--- src/rtl/p2a_pkg.sv ---
`timescale 1ns / 1ps

package p2a_pkg;

  // Configuration register indexes.
  localparam logic REG_COLOR_MODE  = 1'b0;
  localparam logic REG_RAMP_SELECT = 1'b1;

  // Pixels darker than this luminance are shown in grey.
  localparam logic [7:0] DARK_LIMIT = 8'd24;
  localparam logic [3:0] DARK_INDEX = 4'd8;

  localparam int NUM_ENTRIES = 16;
  localparam int NUM_LEVELS  = 4;
  localparam int NUM_CHANNELS = 3;

  // Every palette component is one of four levels.
  localparam logic [0:NUM_LEVELS-1][7:0] LEVEL_VALUE = '{8'd0, 8'd128, 8'd192, 8'd255};

  // Palette entry as {red level, green level, blue level}.
  localparam logic [0:NUM_ENTRIES-1][5:0] PAL_LEVEL = '{
    6'b00_00_00, 6'b00_00_01, 6'b00_01_00, 6'b00_01_01,
    6'b01_00_00, 6'b01_00_01, 6'b01_01_00, 6'b10_10_10,
    6'b01_01_01, 6'b00_00_11, 6'b00_11_00, 6'b00_11_11,
    6'b11_00_00, 6'b11_00_11, 6'b11_11_00, 6'b11_11_11
  };

  localparam int CLASSIC_LEN = 69;
  localparam int DENSE_LEN   = 10;

  // Classic ramp, light to dark.
  localparam logic [6:0] CLASSIC_RAMP [CLASSIC_LEN] = '{
    7'd32, 7'd46, 7'd39, 7'd96, 7'd94, 7'd34, 7'd44, 7'd58, 7'd59, 7'd73,
    7'd108, 7'd33, 7'd105, 7'd126, 7'd43, 7'd95, 7'd45, 7'd63, 7'd93, 7'd91,
    7'd125, 7'd123, 7'd49, 7'd41, 7'd40, 7'd124, 7'd92, 7'd47, 7'd42, 7'd116,
    7'd102, 7'd106, 7'd114, 7'd120, 7'd110, 7'd117, 7'd118, 7'd99, 7'd122, 7'd88,
    7'd89, 7'd85, 7'd74, 7'd67, 7'd76, 7'd81, 7'd48, 7'd79, 7'd90, 7'd109,
    7'd119, 7'd113, 7'd112, 7'd100, 7'd98, 7'd107, 7'd104, 7'd97, 7'd111, 7'd42,
    7'd35, 7'd77, 7'd87, 7'd38, 7'd56, 7'd37, 7'd66, 7'd64, 7'd36
  };

  // Dense ramp, dark to light.
  localparam logic [6:0] DENSE_RAMP [DENSE_LEN] = '{
    7'd64, 7'd37, 7'd35, 7'd42, 7'd43, 7'd61, 7'd45, 7'd58, 7'd46, 7'd32
  };

  typedef logic [15:0] sq_t;
  typedef logic [17:0] dist_t;

  // Request moving down the cell chain.
  typedef struct packed {
    sq_t [0:NUM_CHANNELS-1][0:NUM_LEVELS-1] sq;
    logic [7:0] lum;
    dist_t      best_dist;
    logic [3:0] best_idx;
    logic       frame_end;
  } cell_data_t;

  // Quotient of p by 255, exact for p below 32640.
  function automatic logic [6:0] div255(input logic [15:0] p);
    logic [16:0] t;
    t = {1'b0, p} + {9'd0, p[15:8]} + 17'd1;
    return t[14:8];
  endfunction

endpackage

--- src/rtl/p2a_pixel_if.sv ---
`timescale 1ns / 1ps

interface p2a_pixel_if;
  logic       valid;
  logic       ready;
  logic [7:0] red;
  logic [7:0] green;
  logic [7:0] blue;
  logic [7:0] grey_level;
  logic       frame_end;

  modport source(output valid, red, green, blue, grey_level, frame_end, input ready);
  modport sink(input valid, red, green, blue, grey_level, frame_end, output ready);
endinterface

--- src/rtl/p2a_glyph_if.sv ---
`timescale 1ns / 1ps

interface p2a_glyph_if;
  logic       valid;
  logic       ready;
  logic [6:0] glyph;
  logic [3:0] palette_index;
  logic       palette_valid;
  logic       frame_end_out;

  modport source(output valid, glyph, palette_index, palette_valid, frame_end_out,
                 input ready);
  modport sink(input valid, glyph, palette_index, palette_valid, frame_end_out,
               output ready);
endinterface

--- src/rtl/p2a_cfg_if.sv ---
`timescale 1ns / 1ps

interface p2a_cfg_if;
  logic valid;
  logic ready;
  logic index;
  logic data;

  modport source(output valid, index, data, input ready);
  modport sink(input valid, index, data, output ready);
endinterface

--- src/rtl/p2a_front.sv ---
`timescale 1ns / 1ps

module p2a_front (
  input  logic                 clk,
  input  logic                 rst,
  input  logic                 color_mode,
  p2a_pixel_if.sink            pixel,
  output logic                 out_valid,
  input  logic                 out_ready,
  output p2a_pkg::cell_data_t  out_data
);

  logic                [0:2][7:0] chan;
  p2a_pkg::cell_data_t            data_next;
  logic                [15:0]     lum_sum;

  assign chan = '{pixel.red, pixel.green, pixel.blue};

  // Stage takes a new request when empty or when its request moves on.
  assign pixel.ready = !out_valid || out_ready;

  // Luminance (the grey level in grey mode) and the squared distance of each channel to every palette level.
  always_comb begin
    logic [7:0] diff;
    lum_sum = 16'(pixel.red) * 16'd54 + 16'(pixel.green) * 16'd183
            + 16'(pixel.blue) * 16'd19;
    data_next = '0;
    for (int c = 0; c < p2a_pkg::NUM_CHANNELS; c++) begin
      for (int l = 0; l < p2a_pkg::NUM_LEVELS; l++) begin
        diff = (chan[c] >= p2a_pkg::LEVEL_VALUE[l]) ? chan[c] - p2a_pkg::LEVEL_VALUE[l]
                                                    : p2a_pkg::LEVEL_VALUE[l] - chan[c];
        data_next.sq[c][l] = 16'(diff) * 16'(diff);
      end
    end
    data_next.lum       = color_mode ? lum_sum[15:8] : pixel.grey_level;
    data_next.best_dist = '1;
    data_next.best_idx  = 4'd1;
    data_next.frame_end = pixel.frame_end;
  end

  always_ff @(posedge clk) begin
    if (rst) begin
      out_valid <= 1'b0;
    end else if (pixel.ready) begin
      out_valid <= pixel.valid;
    end
  end

  always_ff @(posedge clk) begin
    if (pixel.valid && pixel.ready) begin
      out_data <= data_next;
    end
  end

endmodule

--- src/rtl/p2a_cell.sv ---
`timescale 1ns / 1ps

module p2a_cell #(
  parameter logic [3:0] INDEX = 4'd1
) (
  input  logic                 clk,
  input  logic                 rst,
  input  logic                 in_valid,
  output logic                 in_ready,
  input  p2a_pkg::cell_data_t  in_data,
  output logic                 out_valid,
  input  logic                 out_ready,
  output p2a_pkg::cell_data_t  out_data
);

  localparam logic [5:0] LVL = p2a_pkg::PAL_LEVEL[INDEX];

  p2a_pkg::dist_t      entry_dist;
  p2a_pkg::cell_data_t data_next;

  assign in_ready = !out_valid || out_ready;

  // Distance to this cell's palette entry; a strictly smaller one takes over.
  always_comb begin
    entry_dist = 18'(in_data.sq[0][LVL[5:4]]) + 18'(in_data.sq[1][LVL[3:2]])
               + 18'(in_data.sq[2][LVL[1:0]]);
    data_next = in_data;
    if (entry_dist < in_data.best_dist) begin
      data_next.best_dist = entry_dist;
      data_next.best_idx  = INDEX;
    end
  end

  always_ff @(posedge clk) begin
    if (rst) begin
      out_valid <= 1'b0;
    end else if (in_ready) begin
      out_valid <= in_valid;
    end
  end

  always_ff @(posedge clk) begin
    if (in_valid && in_ready) begin
      out_data <= data_next;
    end
  end

endmodule

--- src/rtl/p2a_tail.sv ---
`timescale 1ns / 1ps

module p2a_tail (
  input  logic                 clk,
  input  logic                 rst,
  input  logic                 color_mode,
  input  logic                 ramp_select,
  input  logic                 in_valid,
  output logic                 in_ready,
  input  p2a_pkg::cell_data_t  in_data,
  p2a_glyph_if.source          result
);

  logic [6:0] classic_idx;
  logic [3:0] dense_idx;
  logic [6:0] glyph_next;
  logic [3:0] pidx_next;

  assign in_ready = !result.valid || result.ready;

  // Ramp positions: (255 - L) * 68 / 255 and L * 9 / 255.
  always_comb begin
    classic_idx = p2a_pkg::div255(16'(8'd255 - in_data.lum) * 16'd68);
    dense_idx   = 4'(p2a_pkg::div255(16'(in_data.lum) * 16'd9));
    glyph_next  = ramp_select ? p2a_pkg::DENSE_RAMP[dense_idx]
                              : p2a_pkg::CLASSIC_RAMP[classic_idx];
  end

  // Palette index: grey for dark pixels, the nearest entry otherwise, none in grey mode.
  always_comb begin
    if (!color_mode) begin
      pidx_next = 4'd0;
    end else if (in_data.lum < p2a_pkg::DARK_LIMIT) begin
      pidx_next = p2a_pkg::DARK_INDEX;
    end else begin
      pidx_next = in_data.best_idx;
    end
  end

  always_ff @(posedge clk) begin
    if (rst) begin
      result.valid <= 1'b0;
    end else if (in_ready) begin
      result.valid <= in_valid;
    end
  end

  always_ff @(posedge clk) begin
    if (in_valid && in_ready) begin
      result.glyph         <= glyph_next;
      result.palette_index <= pidx_next;
      result.palette_valid <= color_mode;
      result.frame_end_out <= in_data.frame_end;
    end
  end

endmodule

--- src/rtl/pixel_to_ascii_glyph_color_core.sv ---
`timescale 1ns / 1ps

// Turns one pixel per request into one ASCII glyph and, in color mode, a
// console palette index. A pixel passes a front stage (luminance and squared
// channel distances), a chain of fifteen palette cells (one per palette entry
// from 1 to 15, each keeping the nearest entry so far) and an output register.
// One pixel is taken every cycle unless the output stalls;
// each stage moves on as soon as the stage after it has room, so a stalled
// output fills the chain before the input stops. Ready passes back through
// all stages in the same cycle. Configuration is always accepted.
module pixel_to_ascii_glyph_color_core (
  input  logic        clk,
  input  logic        rst,
  p2a_cfg_if.sink     cfg,
  p2a_pixel_if.sink   pixel,
  p2a_glyph_if.source result
);

  localparam int NUM_CELLS = p2a_pkg::NUM_ENTRIES - 1;

  logic color_mode;
  logic ramp_select;

  logic                [0:NUM_CELLS] stage_valid;
  logic                [0:NUM_CELLS] stage_ready;
  p2a_pkg::cell_data_t               stage_data [0:NUM_CELLS];

  // Configuration registers.
  assign cfg.ready = 1'b1;

  always_ff @(posedge clk) begin
    if (rst) begin
      color_mode  <= 1'b1;
      ramp_select <= 1'b0;
    end else if (cfg.valid) begin
      case (cfg.index)
        p2a_pkg::REG_COLOR_MODE:  color_mode  <= cfg.data;
        p2a_pkg::REG_RAMP_SELECT: ramp_select <= cfg.data;
        default: ;
      endcase
    end
  end

  p2a_front u_front (
    .clk        (clk),
    .rst        (rst),
    .color_mode (color_mode),
    .pixel      (pixel),
    .out_valid  (stage_valid[0]),
    .out_ready  (stage_ready[0]),
    .out_data   (stage_data[0])
  );

  // One cell per palette entry from 1 to 15.
  for (genvar i = 0; i < NUM_CELLS; i++) begin : g_cell
    p2a_cell #(
      .INDEX (4'(i + 1))
    ) u_cell (
      .clk       (clk),
      .rst       (rst),
      .in_valid  (stage_valid[i]),
      .in_ready  (stage_ready[i]),
      .in_data   (stage_data[i]),
      .out_valid (stage_valid[i+1]),
      .out_ready (stage_ready[i+1]),
      .out_data  (stage_data[i+1])
    );
  end

  p2a_tail u_tail (
    .clk         (clk),
    .rst         (rst),
    .color_mode  (color_mode),
    .ramp_select (ramp_select),
    .in_valid    (stage_valid[NUM_CELLS]),
    .in_ready    (stage_ready[NUM_CELLS]),
    .in_data     (stage_data[NUM_CELLS]),
    .result      (result)
  );

endmodule

--- src/flat_wrapper.sv ---
// flat-port wrapper written by rule: the top's interface ports become plain ports
module pixel_to_ascii_glyph_color_core_flat 
  (clk, rst, cfg_valid, cfg_index, cfg_data, cfg_ready, pixel_valid, pixel_red, pixel_green, pixel_blue, pixel_grey_level, pixel_frame_end, pixel_ready, result_valid, result_glyph, result_palette_index, result_palette_valid, result_frame_end_out, result_ready);
  p2a_cfg_if cfg_i ();
  p2a_pixel_if pixel_i ();
  p2a_glyph_if result_i ();
  input  logic clk;
  input  logic rst;
  input wire logic [$bits(cfg_i.valid)-1:0] cfg_valid;
  input wire logic [$bits(cfg_i.index)-1:0] cfg_index;
  input wire logic [$bits(cfg_i.data)-1:0] cfg_data;
  output wire logic [$bits(cfg_i.ready)-1:0] cfg_ready;
  input wire logic [$bits(pixel_i.valid)-1:0] pixel_valid;
  input wire logic [$bits(pixel_i.red)-1:0] pixel_red;
  input wire logic [$bits(pixel_i.green)-1:0] pixel_green;
  input wire logic [$bits(pixel_i.blue)-1:0] pixel_blue;
  input wire logic [$bits(pixel_i.grey_level)-1:0] pixel_grey_level;
  input wire logic [$bits(pixel_i.frame_end)-1:0] pixel_frame_end;
  output wire logic [$bits(pixel_i.ready)-1:0] pixel_ready;
  output wire logic [$bits(result_i.valid)-1:0] result_valid;
  output wire logic [$bits(result_i.glyph)-1:0] result_glyph;
  output wire logic [$bits(result_i.palette_index)-1:0] result_palette_index;
  output wire logic [$bits(result_i.palette_valid)-1:0] result_palette_valid;
  output wire logic [$bits(result_i.frame_end_out)-1:0] result_frame_end_out;
  input wire logic [$bits(result_i.ready)-1:0] result_ready;
  assign cfg_i.valid = cfg_valid;
  assign cfg_i.index = cfg_index;
  assign cfg_i.data = cfg_data;
  assign cfg_ready = cfg_i.ready;
  assign pixel_i.valid = pixel_valid;
  assign pixel_i.red = pixel_red;
  assign pixel_i.green = pixel_green;
  assign pixel_i.blue = pixel_blue;
  assign pixel_i.grey_level = pixel_grey_level;
  assign pixel_i.frame_end = pixel_frame_end;
  assign pixel_ready = pixel_i.ready;
  assign result_valid = result_i.valid;
  assign result_glyph = result_i.glyph;
  assign result_palette_index = result_i.palette_index;
  assign result_palette_valid = result_i.palette_valid;
  assign result_frame_end_out = result_i.frame_end_out;
  assign result_i.ready = result_ready;
  pixel_to_ascii_glyph_color_core u_core (.clk(clk), .rst(rst), .cfg(cfg_i), .pixel(pixel_i), .result(result_i));
endmodule
--- config.mk ---
export PLATFORM = sky130hd
export DESIGN_NAME = pixel_to_ascii_glyph_color_core_flat
export DESIGN_NICKNAME = d
export VERILOG_FILES = /design/src/rtl/p2a_pkg.sv /design/src/rtl/p2a_pixel_if.sv /design/src/rtl/p2a_glyph_if.sv /design/src/rtl/p2a_cfg_if.sv /design/src/rtl/p2a_front.sv /design/src/rtl/p2a_cell.sv /design/src/rtl/p2a_tail.sv /design/src/rtl/pixel_to_ascii_glyph_color_core.sv /design/src/flat_wrapper.sv
export SDC_FILE = /design/constraint.sdc
export NUM_CORES = 2
export LEC_CHECK = 0
export BUFFER_PORTS_ARGS = -buffer_cell sky130_fd_sc_hd__buf_2
export CAP_MARGIN = 15
export CORE_MARGIN = 2
export CORE_UTILIZATION = 43
export CTS_CLUSTER_DIAMETER = 100
export DETAILED_ROUTE_END_ITERATION = 10
export PLACE_DENSITY = 0.59
export SYNTH_ARGS = -nofsm -noshare
export SYNTH_HDL_FRONTEND = slang
export SYNTH_SLANG_ARGS = --single-unit
--- constraint.sdc ---
create_clock -name clk -period 21 [get_ports clk]
set_clock_uncertainty 0.15 [all_clocks]
set_input_delay 1.05 -clock clk [delete_from_list [all_inputs] [get_ports clk]]
set_output_delay 1.05 -clock clk [all_outputs]
set_load 0.01 [all_outputs]
==> key figures <==
Cells and area
  • Fraction of layout instances using a drive strength above 1: 8.457%
  • Syn-to-layout area delta: 11.15%
  • Fin nets: 10,100

GRT
  • Number of global-route vias before repair: 64,500
  • Residual overflow from global routing: 0
  • First-pass GRT wire length: 380.0 mm
  • GRT Total Usage: 17.86%
  • Maximum number of pins on one net before global-route repair: 147
  • Antenna violations before repair: 20

CTS
  • Insertion delay of the later-clocked pin in the worst-skew pair: 880 ps
  • CTS clock-pin slew for the worst setup and hold paths: 60 ps
  • # hold bufs at CTS: 0
  • Number of buffers inserted to repair setup after CTS: 0
  • Longest Clk Path Bufs: 3
  • TritonCTS clock tree: built
  • H-tree depth: 4
  • Sink count of the clock tree: 2,330
  • Resize count post-CTS: 0
  • CTS Root Buffer Type: clkbuf_16
  • CTS buffer count: 233

Logic synthesis
  • Yosys reg bits: 2,330
  • Average footprint of a synthesized cell: 14.44 um2
  • Number of flops mapped to enable cells by yosys: 2,311
  • Post-Syn Area: 118,200 um2
  • Sequential fraction of the synthesis area: 59.05%
  • Share of flip-flops with an asynchronous set or reset after synthesis: 0%
  • Commonest register cell after synthesis: edfxtp_1
  • Synthesized instance count: 8,183
  • YS warnings: 0
  • Distinct cell type count of the synthesized netlist: 91

Placement
  • HPWL after detailed placement: 193.1 mm
  • Final estimated routing congestion in global placement: 0.8817
  • Number of input and output port buffers inserted: 54
  • Placement-stage worst setup slack: 12,850 ps

Power and ir drop
  • Leakage component of the power: 51.52 nW
  • Net switching power: 4.242 mW
  • Share of total power in sequential cells: 41.5%
  • Cell-internal power: 9.619 mW
  • Clock power share: 30.2%
  • Power per standard cell area: 105.5 nW/um2
  • Comb pwr share: 28.3%
  • Max IR drop VDD: 152.2 uV
  • Switching power as a share of total power: 30.61%

Setup path
  • Critical Setup Path Class: in2reg
  • Worst flop-to-flop path startpoint: u_core.g_cell[14].u_cell.out_data[29]$_DFFE_PP_
  • Worst R2R Path Depth: 21
  • Kind of launch point of the worst setup path: input pin
  • Data arrival time of the worst path: 7790 ps
  • End of the worst register-to-register path: u_core.u_tail.result.glyph[2]$_DFFE_PP_
  • Worst path required time: 21,400 ps
  • Worst-case register-to-register setup slack: 13,630 ps
  • Crit path capture type: register
  • Largest fanout on the critical path: 23

Routing
  • Iteration count of the initial detailed-routing pass: 5
  • Routed WL: 247.2 mm
  • Remaining number of nets flagged by the antenna check after routing: 0
  • Iter 0 DRT Violations: 3,329
  • Total number of vias: 61,550
  • WL/cell: 20.11 um
  • DRC violation count after routing: 0
  • Per-cell via count in the routed design: 5.008

Timing
  • Total count of hold-check failures in the final report: 0
  • Least-Margin Pin Slew: 1114 ps
  • Worst slew slack as a fraction of its limit: 25.19%
  • RSZ-0062 raised after global routing: no
  • Final Setup Violations: 0
  • Final-report max-slew violation count: 0
  • Setup TNS: 0 ps
  • Final cycle utilization of the critical path: 35.18%
  • Fin crit period: 7388 ps
  • Final worst setup slack: 13,610 ps
  • Timing-limited maximum frequency: 135.4 MHz

Hold path
  • Hold wc startpoint: pixel_frame_end
  • Endpoint, Worst Hold: u_core.u_front.out_data[0]$_DFFE_PP_
  • Number of cells traversed by the worst hold path: 1
  • Min-delay worst type: in2reg

Job
  • Max-cap check violation count: 0

Floorplan
  • Total I/O pin count: 56
  • Initial core utilization: 43.22%
  • Die H: 528.2 um
  • Die span in x: 528.2 um
  • Core Area: 273,400 um2
  • Site Rows: 192
  • Area enclosed by the die boundary: 279,000 um2

Outcome
  • Outcome: finished clean
area by class of cell:
type                       instances  area, um2
multi-input combinational       4705      44220
clock inverter                   156       1887
sequential                      2330      69780
fill                           23430     142000
inverter                        1123       4215
timing repair buffer             101      705.7
tap                             3589       4491
antenna                           10      25.02
clock buffer                     276       6013
power groups by stage:
stage	Combinational, mW	Sequential (mW)	Clock (mW)
3_3_place_gp	3.90	5.85	0
4_1_cts	3.99	5.76	4.29
3_5_place_dp	3.96	5.86	0
5_1_grt	4.44	5.78	4.47
2_1_floorplan	2.78	5.77	0
6_report	3.93	5.75	4.18
cells in the final DEF (no fill, tap or decap), types with 64 or more instances in the layout:
cell type,netlist,final
edfxtp_1,2311,2311
xor2_1,90,90
nand3_1,80,80
conb_1,2,64
xnor2_1,361,361
nor3_1,88,88
o21a_1,69,69
o21ai_0,212,212
nand2_1,242,242
nor2b_1,105,99
o21bai_1,68,68
a21oi_1,312,311
clkbuf_16,0,234
mux2_2,183,183
fa_1,606,606
ha_1,962,962
nand2b_1,64,64
a21o_1,96,96
nor2_1,574,574
inv_1,1108,1108
per-stage QoR:
step                      cells  cell area (um2)  utilization, %  hold WS, ps  power (mW)
after floorplan            8245           118400               -        250.3       8.547
after global placement    11850           123400           45.14        250.4       9.750
after detailed placement  11850           123400           45.14        254.5       9.815
after CTS                 12280           131300           48.03        116.2       14.04
after global routing      12290           131300           48.04        143.0       14.68
final                     12290           131300           48.04        192.8       13.86
synth_stat cells, types with 15 or more instances:
cell,count,share of area [%]
and2_1,35,0.19
nor2b_1,105,0.56
nand3_1,80,0.34
fa_1,606,10
a21boi_0,36,0.23
a21oi_1,312,1.3
a21o_1,96,0.61
clkbuf_1,66,0.21
a31oi_1,21,0.11
o21bai_1,68,0.43
nor3_1,88,0.37
ha_1,962,10
nor2_1,574,1.8
or3_1,21,0.11
and3_1,28,0.15
a211o_1,15,0.11
inv_1,1108,3.5
xnor2_1,361,2.7
edfxtp_1,2311,59
o21a_1,69,0.44
nand2b_1,64,0.34
o31ai_1,17,0.11
mux2_2,183,1.7
mux2i_1,34,0.29
o21ai_0,212,0.90
or2_2,34,0.18
o2111ai_1,37,0.27
a211oi_1,33,0.21
nand2_1,242,0.77
xor2_1,90,0.67
o211ai_1,20,0.13
nand4_1,20,0.11
dfxtp_1,19,0.32
how the worst max path moves through the flow:
stage                   from                                             to  slack, ps  cells past startpoint
2_1_floorplan   result_ready  u_core.g_cell[5].u_cell.out_data[0]$_DFFE_PP_       3230                      7
3_3_place_gp   pixel_blue[0]          u_core.u_front.out_data[78]$_DFFE_PP_      12990                     23
3_5_place_dp   pixel_blue[0]          u_core.u_front.out_data[78]$_DFFE_PP_      12850                     23
4_1_cts        pixel_blue[0]          u_core.u_front.out_data[78]$_DFFE_PP_      13740                     23
5_1_grt        pixel_blue[0]          u_core.u_front.out_data[78]$_DFFE_PP_      13200                     23
6_report       pixel_blue[0]          u_core.u_front.out_data[78]$_DFFE_PP_      13610                     23
logic make-up after synthesis:
| family | share of synthesized area (%) |
|---|---|
| compound gates | 6.018 |
| mux | 2.032 |
| buf+inv | 3.879 |
| simple gates | 5.114 |
| other cells | 0.006356 |
| xor+xnor | 3.445 |
| flops | 59.05 |
| fa+ha+maj | 20.45 |
sequential cells by signal (all words and copies together) (netlist names):
register and flops:
u_core.u_tail.result.glyph 7, u_core.u_front.out_valid 1, u_core.ramp_select 1, u_core.color_mode 1, u_core.u_tail.result.valid 1, u_core.g_cell.u_cell.out_valid 15, u_core.u_front.out_data 180, u_core.u_tail.result.palette_valid 1
u_core.u_tail.result.palette_index 4, u_core.u_tail.result.frame_end_out 1, u_core.g_cell.u_cell.out_data 2118
metal layers:
| metal | share of wire (%) | vias to the layer above | global-route usage [%] |
|---|---|---|---|
| met5 | 0 | - | 0 |
| met4 | 3.7 | 0 | 6.705 |
| met3 | 3.1 | 428 | 2.112 |
| met2 | 51 | 1039 | 31.28 |
| met1 | 43 | 30580 | 22.67 |
| li1 | - | 29510 | - |
critical path, stage by stage:
cell and delay [ps]:
buf_2 350, inv_1 520, ha_1 460, and3_1 260, a21oi_1 300, nand2b_1 110
xnor2_1 600, inv_1 290, nand2_1 180, inv_1 60, fa_1 460, fa_1 540
inv_1 60, fa_1 500, fa_1 550, inv_1 50, ha_1 320, a21oi_1 230
nor2b_1 100, o2111ai_1 190, nand3_1 120, o41a_1 340, xnor2_1 130
No activity file was read; power rests on OpenSTA's default activity.
